## config.mk

```make
export PLATFORM = sky130hd
export DESIGN_NAME = min_edge_reversal_shortest_path_top
export DESIGN_NICKNAME = d
export VERILOG_FILES = /design/src/hw/rtl/mers_pkg.sv /design/src/hw/rtl/mers_ctrl.sv /design/src/hw/rtl/mers_dp.sv /design/src/hw/rtl/min_edge_reversal_shortest_path_top.sv
export SDC_FILE = /design/constraint.sdc
export NUM_CORES = 2
export LEC_CHECK = 0
export BUFFER_PORTS_ARGS = -buffer_cell sky130_fd_sc_hd__buf_2
export CORE_MARGIN = 1.5
export CORE_UTILIZATION = 50
export CTS_CLUSTER_DIAMETER = 60
export DETAILED_ROUTE_END_ITERATION = 6
export PLACE_DENSITY = 0.63
export SKIP_LAST_GASP = 1
export SYNTH_ARGS = -nofsm -noshare
export SYNTH_HDL_FRONTEND = slang
export SYNTH_SLANG_ARGS = --single-unit
```

## constraint.sdc

```tcl
create_clock -name clk_i -period 9.2 [get_ports clk_i]
set_input_delay 0.92 -clock clk_i [delete_from_list [all_inputs] [get_ports clk_i]]
set_output_delay 0.92 -clock clk_i [all_outputs]
set_load 0.01 [all_outputs]
```

## src/hw/rtl/mers_pkg.sv

```systemverilog
// ----------------------------------------------------------------------------
// mers_pkg: shared types and constants for the edge reversal distance block.
// Holds sizes, command codes, status codes and controller interface structs.
// ----------------------------------------------------------------------------
package mers_pkg;

  localparam int unsigned MaxNodes  = 64;
  localparam int unsigned MaxEdges  = 256;
  localparam int unsigned NodeW     = $clog2(MaxNodes);
  localparam int unsigned EdgeW     = $clog2(MaxEdges);
  localparam int unsigned CountW    = EdgeW + 1;
  localparam int unsigned NcW       = 7;
  localparam int unsigned DistW     = 7;
  localparam logic [DistW-1:0] DistInf = 7'd127;

  typedef enum logic [1:0] {
    KIND_ADD   = 2'd0,
    KIND_RUN   = 2'd1,
    KIND_CLEAR = 2'd2,
    KIND_NONE  = 2'd3
  } kind_e;

  typedef enum logic [1:0] {
    ST_OK    = 2'd0,
    ST_FULL  = 2'd1,
    ST_RANGE = 2'd2
  } status_e;

  typedef enum logic [2:0] {
    S_IDLE,
    S_INIT,
    S_SELECT,
    S_SCAN,
    S_EMIT,
    S_RESP
  } state_e;

  typedef enum logic [1:0] {
    SCAN_EDGE,
    SCAN_NODE,
    SCAN_RELAX
  } scan_ph_e;

  typedef struct packed {
    logic init_start;
    logic init_step;
    logic sel_start;
    logic sel_step;
    logic settle;
    logic scan_start;
    logic scan_step;
    logic emit_start;
    logic emit_step;
    logic add_edge;
    logic clear_edges;
  } cmd_t;

  typedef struct packed {
    logic init_done;
    logic sel_done;
    logic sel_found;
    logic scan_done;
    logic emit_last;
    logic add_range_err;
    logic add_full;
    logic src_range_err;
  } sts_t;

endpackage

```

## src/hw/rtl/mers_ctrl.sv

```systemverilog
// ----------------------------------------------------------------------------
// mers_ctrl: controller state machine.
// Sequences init, select, scan and emit phases and drives the handshakes.
// ----------------------------------------------------------------------------
module mers_ctrl (
  input  logic               clk_i,
  input  logic               rst_ni,
  input  logic               in_valid,
  output logic               in_ready,
  input  mers_pkg::kind_e    kind_i,
  input  mers_pkg::sts_t     sts_i,
  output mers_pkg::cmd_t     cmd_o,
  output logic               out_valid,
  input  logic               out_ready,
  output mers_pkg::status_e  status_o,
  output logic               emit_o,
  output logic               last_o
);
  import mers_pkg::*;

  state_e    state_q, state_d;
  status_e   status_q, status_d;
  logic      in_acc, out_acc;

  assign in_acc  = in_valid && in_ready;
  assign out_acc = out_valid && out_ready;

  always_ff @(posedge clk_i or negedge rst_ni) begin
    if (!rst_ni) begin
      state_q  <= S_IDLE;
      status_q <= ST_OK;
    end else begin
      state_q  <= state_d;
      status_q <= status_d;
    end
  end

  always_comb begin
    state_d   = state_q;
    status_d  = status_q;
    cmd_o     = '0;
    in_ready  = 1'b0;
    out_valid = 1'b0;
    emit_o    = 1'b0;
    last_o    = 1'b1;
    status_o  = status_q;
    case (state_q)
      S_IDLE: begin
        in_ready = 1'b1;
        if (in_acc) begin
          case (kind_i)
            KIND_ADD: begin
              state_d = S_RESP;
              if (sts_i.add_range_err) begin
                status_d = ST_RANGE;
              end else if (sts_i.add_full) begin
                status_d = ST_FULL;
              end else begin
                status_d = ST_OK;
                cmd_o.add_edge = 1'b1;
              end
            end
            KIND_CLEAR: begin
              state_d = S_RESP;
              status_d = ST_OK;
              cmd_o.clear_edges = 1'b1;
            end
            KIND_RUN: begin
              if (sts_i.src_range_err) begin
                state_d  = S_RESP;
                status_d = ST_RANGE;
              end else begin
                state_d  = S_INIT;
                status_d = ST_OK;
                cmd_o.init_start = 1'b1;
              end
            end
            default: state_d = S_IDLE;
          endcase
        end
      end
      S_INIT: begin
        cmd_o.init_step = 1'b1;
        if (sts_i.init_done) begin
          state_d = S_SELECT;
          cmd_o.sel_start = 1'b1;
        end
      end
      S_SELECT: begin
        if (sts_i.sel_done) begin
          if (sts_i.sel_found) begin
            cmd_o.settle     = 1'b1;
            cmd_o.scan_start = 1'b1;
            state_d = S_SCAN;
          end else begin
            cmd_o.emit_start = 1'b1;
            state_d = S_EMIT;
          end
        end else begin
          cmd_o.sel_step = 1'b1;
        end
      end
      S_SCAN: begin
        if (sts_i.scan_done) begin
          cmd_o.sel_start = 1'b1;
          state_d = S_SELECT;
        end else begin
          cmd_o.scan_step = 1'b1;
        end
      end
      S_EMIT: begin
        out_valid = 1'b1;
        emit_o    = 1'b1;
        last_o    = sts_i.emit_last;
        if (out_acc) begin
          cmd_o.emit_step = 1'b1;
          if (sts_i.emit_last) begin
            state_d = S_IDLE;
          end
        end
      end
      S_RESP: begin
        out_valid = 1'b1;
        if (out_acc) begin
          state_d = S_IDLE;
        end
      end
      default: state_d = S_IDLE;
    endcase
  end

endmodule

```

## src/hw/rtl/mers_dp.sv

```systemverilog
// ----------------------------------------------------------------------------
// mers_dp: datapath with edge store, distance table and scan counters.
// Runs a node-by-node minimum search and a linear edge scan per round.
// ----------------------------------------------------------------------------
module mers_dp (
  input  logic                          clk_i,
  input  logic                          rst_ni,
  input  logic [mers_pkg::NcW-1:0]      node_count_i,
  input  logic [mers_pkg::NodeW-1:0]    from_node_i,
  input  logic [mers_pkg::NodeW-1:0]    to_node_i,
  input  mers_pkg::cmd_t                cmd_i,
  output mers_pkg::sts_t                sts_o,
  output logic [mers_pkg::NodeW-1:0]    node_index_o,
  output logic [mers_pkg::NodeW-1:0]    distance_o,
  output logic                          reachable_o
);
  import mers_pkg::*;

  logic [2*NodeW-1:0]  edge_mem [MaxEdges];
  logic [DistW:0]      node_mem [MaxNodes];

  logic [CountW-1:0]   ecount_q;
  logic [NcW-1:0]      n_live;
  logic [NodeW-1:0]    src_q;
  logic [NodeW:0]      ptr_q, ptr_d;
  logic [NodeW-1:0]    best_q;
  logic [DistW-1:0]    bd_q;
  logic                found_q;
  logic [CountW-1:0]   eidx_q;
  scan_ph_e            sph_q;
  logic [2*NodeW-1:0]  rd_q;
  logic [DistW:0]      rda_q, rdb_q;
  logic [NodeW-1:0]    rt, rh, addr_a;
  logic [DistW-1:0]    cand_h, cand_t;
  logic                ptr_end, edge_live, relax_h, relax_t;

  always_comb begin
    n_live = node_count_i;
    if (node_count_i == '0) n_live = NcW'(1);
    if (node_count_i > NcW'(MaxNodes)) n_live = NcW'(MaxNodes);
  end

  always_comb begin
    ptr_d = ptr_q;
    if (cmd_i.init_step || cmd_i.sel_step || cmd_i.emit_step) ptr_d = ptr_q + 1'b1;
    if (cmd_i.init_start || cmd_i.sel_start || cmd_i.emit_start) ptr_d = '0;
  end

  assign ptr_end = (ptr_q >= n_live);
  assign sts_o.add_range_err = ({1'b0, from_node_i} >= n_live) ||
                               ({1'b0, to_node_i} >= n_live);
  assign sts_o.add_full      = (ecount_q >= CountW'(MaxEdges));
  assign sts_o.src_range_err = ({1'b0, from_node_i} >= n_live);
  assign sts_o.init_done     = (ptr_q == (NodeW+1)'(MaxNodes - 1));
  assign sts_o.sel_done      = ptr_end;
  assign sts_o.sel_found     = found_q;
  assign sts_o.scan_done     = (eidx_q >= ecount_q) && (sph_q == SCAN_EDGE);
  assign sts_o.emit_last     = ({1'b0, ptr_q} + 1'b1 == {1'b0, n_live});

  assign node_index_o = ptr_q[NodeW-1:0];
  assign reachable_o  = (rda_q[DistW-1:0] != DistInf);
  assign distance_o   = reachable_o ? rda_q[NodeW-1:0] : '0;

  assign rt        = rd_q[2*NodeW-1:NodeW];
  assign rh        = rd_q[NodeW-1:0];
  assign cand_h    = bd_q;
  assign cand_t    = bd_q + 1'b1;
  assign addr_a    = (sph_q == SCAN_NODE) ? rt : ptr_d[NodeW-1:0];
  assign edge_live = ({1'b0, rt} < n_live) && ({1'b0, rh} < n_live);
  assign relax_h   = cmd_i.scan_step && (sph_q == SCAN_RELAX) && edge_live &&
                     (rt == best_q) && !rdb_q[DistW] && (cand_h < rdb_q[DistW-1:0]);
  assign relax_t   = cmd_i.scan_step && (sph_q == SCAN_RELAX) && edge_live &&
                     (rh == best_q) && !rda_q[DistW] && (cand_t < rda_q[DistW-1:0]);

  always_ff @(posedge clk_i) begin
    if (cmd_i.add_edge) begin
      edge_mem[ecount_q[EdgeW-1:0]] <= {from_node_i, to_node_i};
    end
    rd_q <= edge_mem[eidx_q[EdgeW-1:0]];
  end

  always_ff @(posedge clk_i) begin
    if (cmd_i.init_step) begin
      node_mem[ptr_q[NodeW-1:0]] <= (ptr_q[NodeW-1:0] == src_q) ?
                                    {1'b0, DistW'(0)} : {1'b0, DistInf};
    end else if (cmd_i.settle) begin
      node_mem[best_q] <= {1'b1, bd_q};
    end else if (relax_h) begin
      node_mem[rh] <= {1'b0, cand_h};
    end else if (relax_t) begin
      node_mem[rt] <= {1'b0, cand_t};
    end
    rda_q <= node_mem[addr_a];
    rdb_q <= node_mem[rh];
  end

  always_ff @(posedge clk_i or negedge rst_ni) begin
    if (!rst_ni) begin
      ecount_q <= '0;
      ptr_q    <= '0;
      eidx_q   <= '0;
      sph_q    <= SCAN_EDGE;
      found_q  <= 1'b0;
      src_q    <= '0;
      best_q   <= '0;
      bd_q     <= DistInf;
    end else begin
      ptr_q <= ptr_d;
      if (cmd_i.clear_edges) ecount_q <= '0;
      else if (cmd_i.add_edge) ecount_q <= ecount_q + 1'b1;
      if (cmd_i.init_start) src_q <= from_node_i;
      if (cmd_i.sel_start || cmd_i.emit_start) begin
        found_q <= 1'b0;
        bd_q    <= DistInf;
      end else if (cmd_i.sel_step && !rda_q[DistW] && (rda_q[DistW-1:0] < bd_q)) begin
        bd_q    <= rda_q[DistW-1:0];
        best_q  <= ptr_q[NodeW-1:0];
        found_q <= 1'b1;
      end
      if (cmd_i.scan_start) begin
        eidx_q <= '0;
        sph_q  <= SCAN_EDGE;
      end else if (cmd_i.scan_step) begin
        case (sph_q)
          SCAN_EDGE: sph_q <= SCAN_NODE;
          SCAN_NODE: sph_q <= SCAN_RELAX;
          SCAN_RELAX: begin
            sph_q  <= SCAN_EDGE;
            eidx_q <= eidx_q + 1'b1;
          end
          default: sph_q <= SCAN_EDGE;
        endcase
      end
    end
  end

endmodule

```

## src/hw/rtl/min_edge_reversal_shortest_path_top.sv

```systemverilog
// ----------------------------------------------------------------------------
// min_edge_reversal_shortest_path_top: minimum edge reversal distances.
// Edge store with add and clear, and a run that reports each node's distance.
// Add, clear and refused items: the status beat is offered in the cycle after the
// input is taken, and the next input is taken in idle, after that beat is accepted.
// A run writes all 64 distance entries, then per settled node a select pass over n nodes
// and an edge, node, relax scan of each edge, then a last select pass and n result beats.
// Reset empties the edge store and sets node_count to 64.
// ----------------------------------------------------------------------------
module min_edge_reversal_shortest_path_top (
  input  logic                       clk_i,
  input  logic                       rst_ni,
  input  logic                       in_valid,
  output logic                       in_ready,
  input  logic [1:0]                 kind_i,
  input  logic [5:0]                 from_node_i,
  input  logic [5:0]                 to_node_i,
  input  logic                       cfg_valid,
  output logic                       cfg_ready,
  input  logic [6:0]                 node_count_i,
  output logic                       out_valid,
  input  logic                       out_ready,
  output logic [1:0]                 status_o,
  output logic [5:0]                 node_index_o,
  output logic [5:0]                 distance_o,
  output logic                       reachable_o,
  output logic                       last_o
);
  import mers_pkg::*;

  logic [NcW-1:0]   node_count_q;
  cmd_t             cmd;
  sts_t             sts;
  status_e          status;
  logic             emit;
  logic [NodeW-1:0] idx, dist_val;
  logic             reach;

  assign cfg_ready = 1'b1;

  always_ff @(posedge clk_i or negedge rst_ni) begin
    if (!rst_ni) begin
      node_count_q <= NcW'(MaxNodes);
    end else if (cfg_valid && cfg_ready) begin
      node_count_q <= node_count_i;
    end
  end

  mers_ctrl u_ctrl (
    .clk_i     (clk_i),
    .rst_ni    (rst_ni),
    .in_valid  (in_valid),
    .in_ready  (in_ready),
    .kind_i    (kind_e'(kind_i)),
    .sts_i     (sts),
    .cmd_o     (cmd),
    .out_valid (out_valid),
    .out_ready (out_ready),
    .status_o  (status),
    .emit_o    (emit),
    .last_o    (last_o)
  );

  mers_dp u_dp (
    .clk_i        (clk_i),
    .rst_ni       (rst_ni),
    .node_count_i (node_count_q),
    .from_node_i  (from_node_i),
    .to_node_i    (to_node_i),
    .cmd_i        (cmd),
    .sts_o        (sts),
    .node_index_o (idx),
    .distance_o   (dist_val),
    .reachable_o  (reach)
  );

  assign status_o     = status;
  assign node_index_o = emit ? idx : '0;
  assign distance_o   = emit ? dist_val : '0;
  assign reachable_o  = emit ? reach : 1'b0;

  a_no_in_while_out: assert property (@(posedge clk_i) disable iff (!rst_ni)
    out_valid |-> !in_ready) else $error("input taken while result pending");
  a_run_status_ok: assert property (@(posedge clk_i) disable iff (!rst_ni)
    (out_valid && reachable_o) |-> (status_o == ST_OK))
    else $error("reachable flag on refused item");
  a_add_clear_exclusive: assert property (@(posedge clk_i) disable iff (!rst_ni)
    !(cmd.add_edge && cmd.clear_edges)) else $error("add and clear together");

endmodule
```

==> metrics <==
Nets 7,224; clk_skew 93.1 ps; Vias 74,200; synth unique cells 87; M3 GR Usage 4.40%; antenna viol nets, final 0; startpoint types register; worst vdd ir 0.000499 V; CTS Root Cell clkbuf_16; fillers 21,400; Slew headroom 3.24%; non-filler instance count after layout 11,400; leakage 0.0505 uW; Final min period 5810 ps; Post-Place Cell Area 0.153 mm^2; layout cell share with drive strength beyond 1 27.8%; Initial Util 50.3%; final setup violation count 0; Post-Syn Nets 7,064; register area share after synthesis 74.1%; register area 0.110 mm^2; critical path class reg -> reg; Num CTS Buffers 373; gr busiest metal met2; DR DRC count 0; post-route cell area 0.166 mm^2; first-pass GRT wire length 561,000 um; detailed-route wire length per cell 34.6 um; worst endpoint data arrival time 6350 ps; RSZ-0062 raised after global routing false; gr ovfl total 0; CP Data Required Time 9730 ps; CP Max Fanout 86; final WL 395,000 um; clk buf depth 4; P&R area growth vs syn 12.1%; Hold Slack 290 ps; CTS H-tree lvls 5; area of the multi-input gates 0.0366 mm^2; vias per cell 6.52; Tot GR Track Use 26.3%; Worst Hold Class in -> reg; largest net degree at the start of global routing 152; Hold Violations, Final 0; post-synthesis register bit count 3,671; MaxCap Viol Count 0; CTS tree built; die area 0.299 mm^2; pwr dens 284 mW/mm^2; Inst Count DP 10,700; Synth Flop Type edfxtp_1; number of synthesized flops with an enable pin 3,584; most frequent cells in the layout 3,584 x edfxtp_1, 1,188 x mux4_2, 390 x nor2_1; final cycle utilization of the critical path 63.2%; grt met1 use 39.9%; M2 GR Usage 40.3%; commonest non-fill, non-tap cell in the layout edfxtp_1; final estimated routing congestion in global placement 0.872; Die Ht 547 um; async set-reset flop share out of synthesis 1.61%; Setup TNS Final 0 ps; Slew @ Worst Pin 1450 ps; placed wire-length estimate 244,000 um; post-CTS sizing 0; vias in the first global route 73,500; antenna violations before repair 27; synthesized area per cell 21.2 um^2; port buffer count 43; run status completed; # rows 199; Slew Limit Fails 0; warnings from Yosys 0; drt initial violations 10,900; IO Pins 45; Die W 547 um; core area 0.294 mm^2; Clock Latency Late Sink 970 ps; Post-Syn Instances 6,971; Worst-path clk slew 60 ps; Max Freq 172 MHz; Worst setup EP type register; total clock sinks 3,671; synthesized area 0.148 mm^2; First-pass DRT Iterations 6
==> cell usage after synthesis, types with 30 or more instances <==
library cell | n | area share [%]
o22ai_1 | 30 | 0.13
mux4_2 | 1188 | 18
inv_1 | 43 | 0.11
buf_1 | 86 | 0.22
buf_2 | 85 | 0.29
ha_1 | 67 | 0.57
mux2i_1 | 110 | 0.74
nand2_1 | 381 | 0.97
clkbuf_1 | 216 | 0.55
dfrtp_1 | 51 | 0.86
a21oi_1 | 109 | 0.37
edfxtp_1 | 3584 | 73
nor2_1 | 406 | 1.0
nand3_1 | 142 | 0.48
o21ai_0 | 41 | 0.14
==> stage by stage <==
stage	utilization, %	worst slack [ps]	power (uW)
global placement	52.0	3390	31700
CTS	56.4	3370	47300
detailed placement	52.0	3360	31800
floorplan	-	2500	27500
finish	56.4	3390	47100
global route	56.4	3130	48500
==> final timing paths <==
path                       cells after the start                      startpoint  slack (ps)                        endpoint
hold reg to reg                                2  u_ctrl.status_o[0]$_DFFE_PN0P_         490  u_ctrl.status_o[0]$_DFFE_PN0P_
setup reg to reg                              15     node_count_q[1]$_DFFE_PN0P_        3390  u_dp.node_mem[59][7]$_DFFE_PP_
min in group asynchronous                      2                          rst_ni         410  u_ctrl.status_o[1]$_DFFE_PN0P_
max in group asynchronous                      3                          rst_ni        7630      u_dp.eidx_q[0]$_DFFE_PN0P_
hold / removal                                 2                 node_count_i[0]         290     node_count_q[0]$_DFFE_PN0P_
setup / recovery                              15     node_count_q[1]$_DFFE_PN0P_        3390  u_dp.node_mem[59][7]$_DFFE_PP_
==> routing by layer <==
| layer | wire, um | vias to the layer above |
|---|---|---|
| li1 | - | 29500 |
| met1 | 163000 | 40000 |
| met2 | 184000 | 4136 |
| met3 | 37400 | 556 |
| met4 | 10200 | 8 |
| met5 | 55 | - |
==> power by group <==
group,switching (uW),internal [uW],total [uW]
logic,7450,4840,12300
registers,409,18800,19200
clock network,6590,9030,15600
==> kinds of logic after synthesis <==
family	synth area share [%]
and+or+nand+nor	3.10
xor gates and xnor gates	0.290
DFF	74.1
adders and majority gates	0.567
other	0.00254
AOI/OAI and AO/OA	1.58
buffers and inverters	1.25
muxes	19.1
==> critical path, cell delays in order, from the launching register on <==
cell and delay [ps]:
dfrtp_1 390, nor3_1 240, a21oi_1 150, nor2_1 320
ha_1 210, nor2b_1 60, o21ai_1 320, a21oi_1 200
nor2_4 150, buf_4 740, mux2_2 410, mux2_2 270
mux2_2 270, nor2_1 250, nand2_1 570, nor2_1 820
==> state kept, by name, summed over array words and instances, names as in the netlist <==
| signal | cells |
|---|---|
| u_dp.found_q | 1 |
| u_dp.edge_mem | 3072 |
| u_dp.bd_q | 7 |
| u_dp.src_q | 6 |
| u_dp.ecount_q | 9 |
| node_count_q | 7 |
| u_dp.rda_q | 8 |
| u_ctrl.state_q | 3 |
| u_ctrl.status_o | 2 |
| u_dp.best_q | 6 |
| u_dp.sph_q | 2 |
| u_dp.ptr_q | 7 |
| u_dp.rd_q | 12 |
| u_dp.rdb_q | 8 |
| u_dp.node_mem | 512 |
| u_dp.eidx_q | 9 |
==> repair_timing <==
action                                  4_1_cts  5_1_grt
endpoints found under the setup margin        0        0
buffers inserted                              0        0
hold buffers                                  1        0
hold endpoints to repair                      8        0
==> cell type report <==
class	instances	share of cell area, %
flip-flops and latches	3671	66.2
multi-input cells	2854	22.1
clock buffers	440	5.88
well taps	3919	2.96
clock inverters	254	1.75
repair buffers	188	1.02
inverters	43	0.0974
diodes	18	0.0272
(Power assumes the default switching activity.)
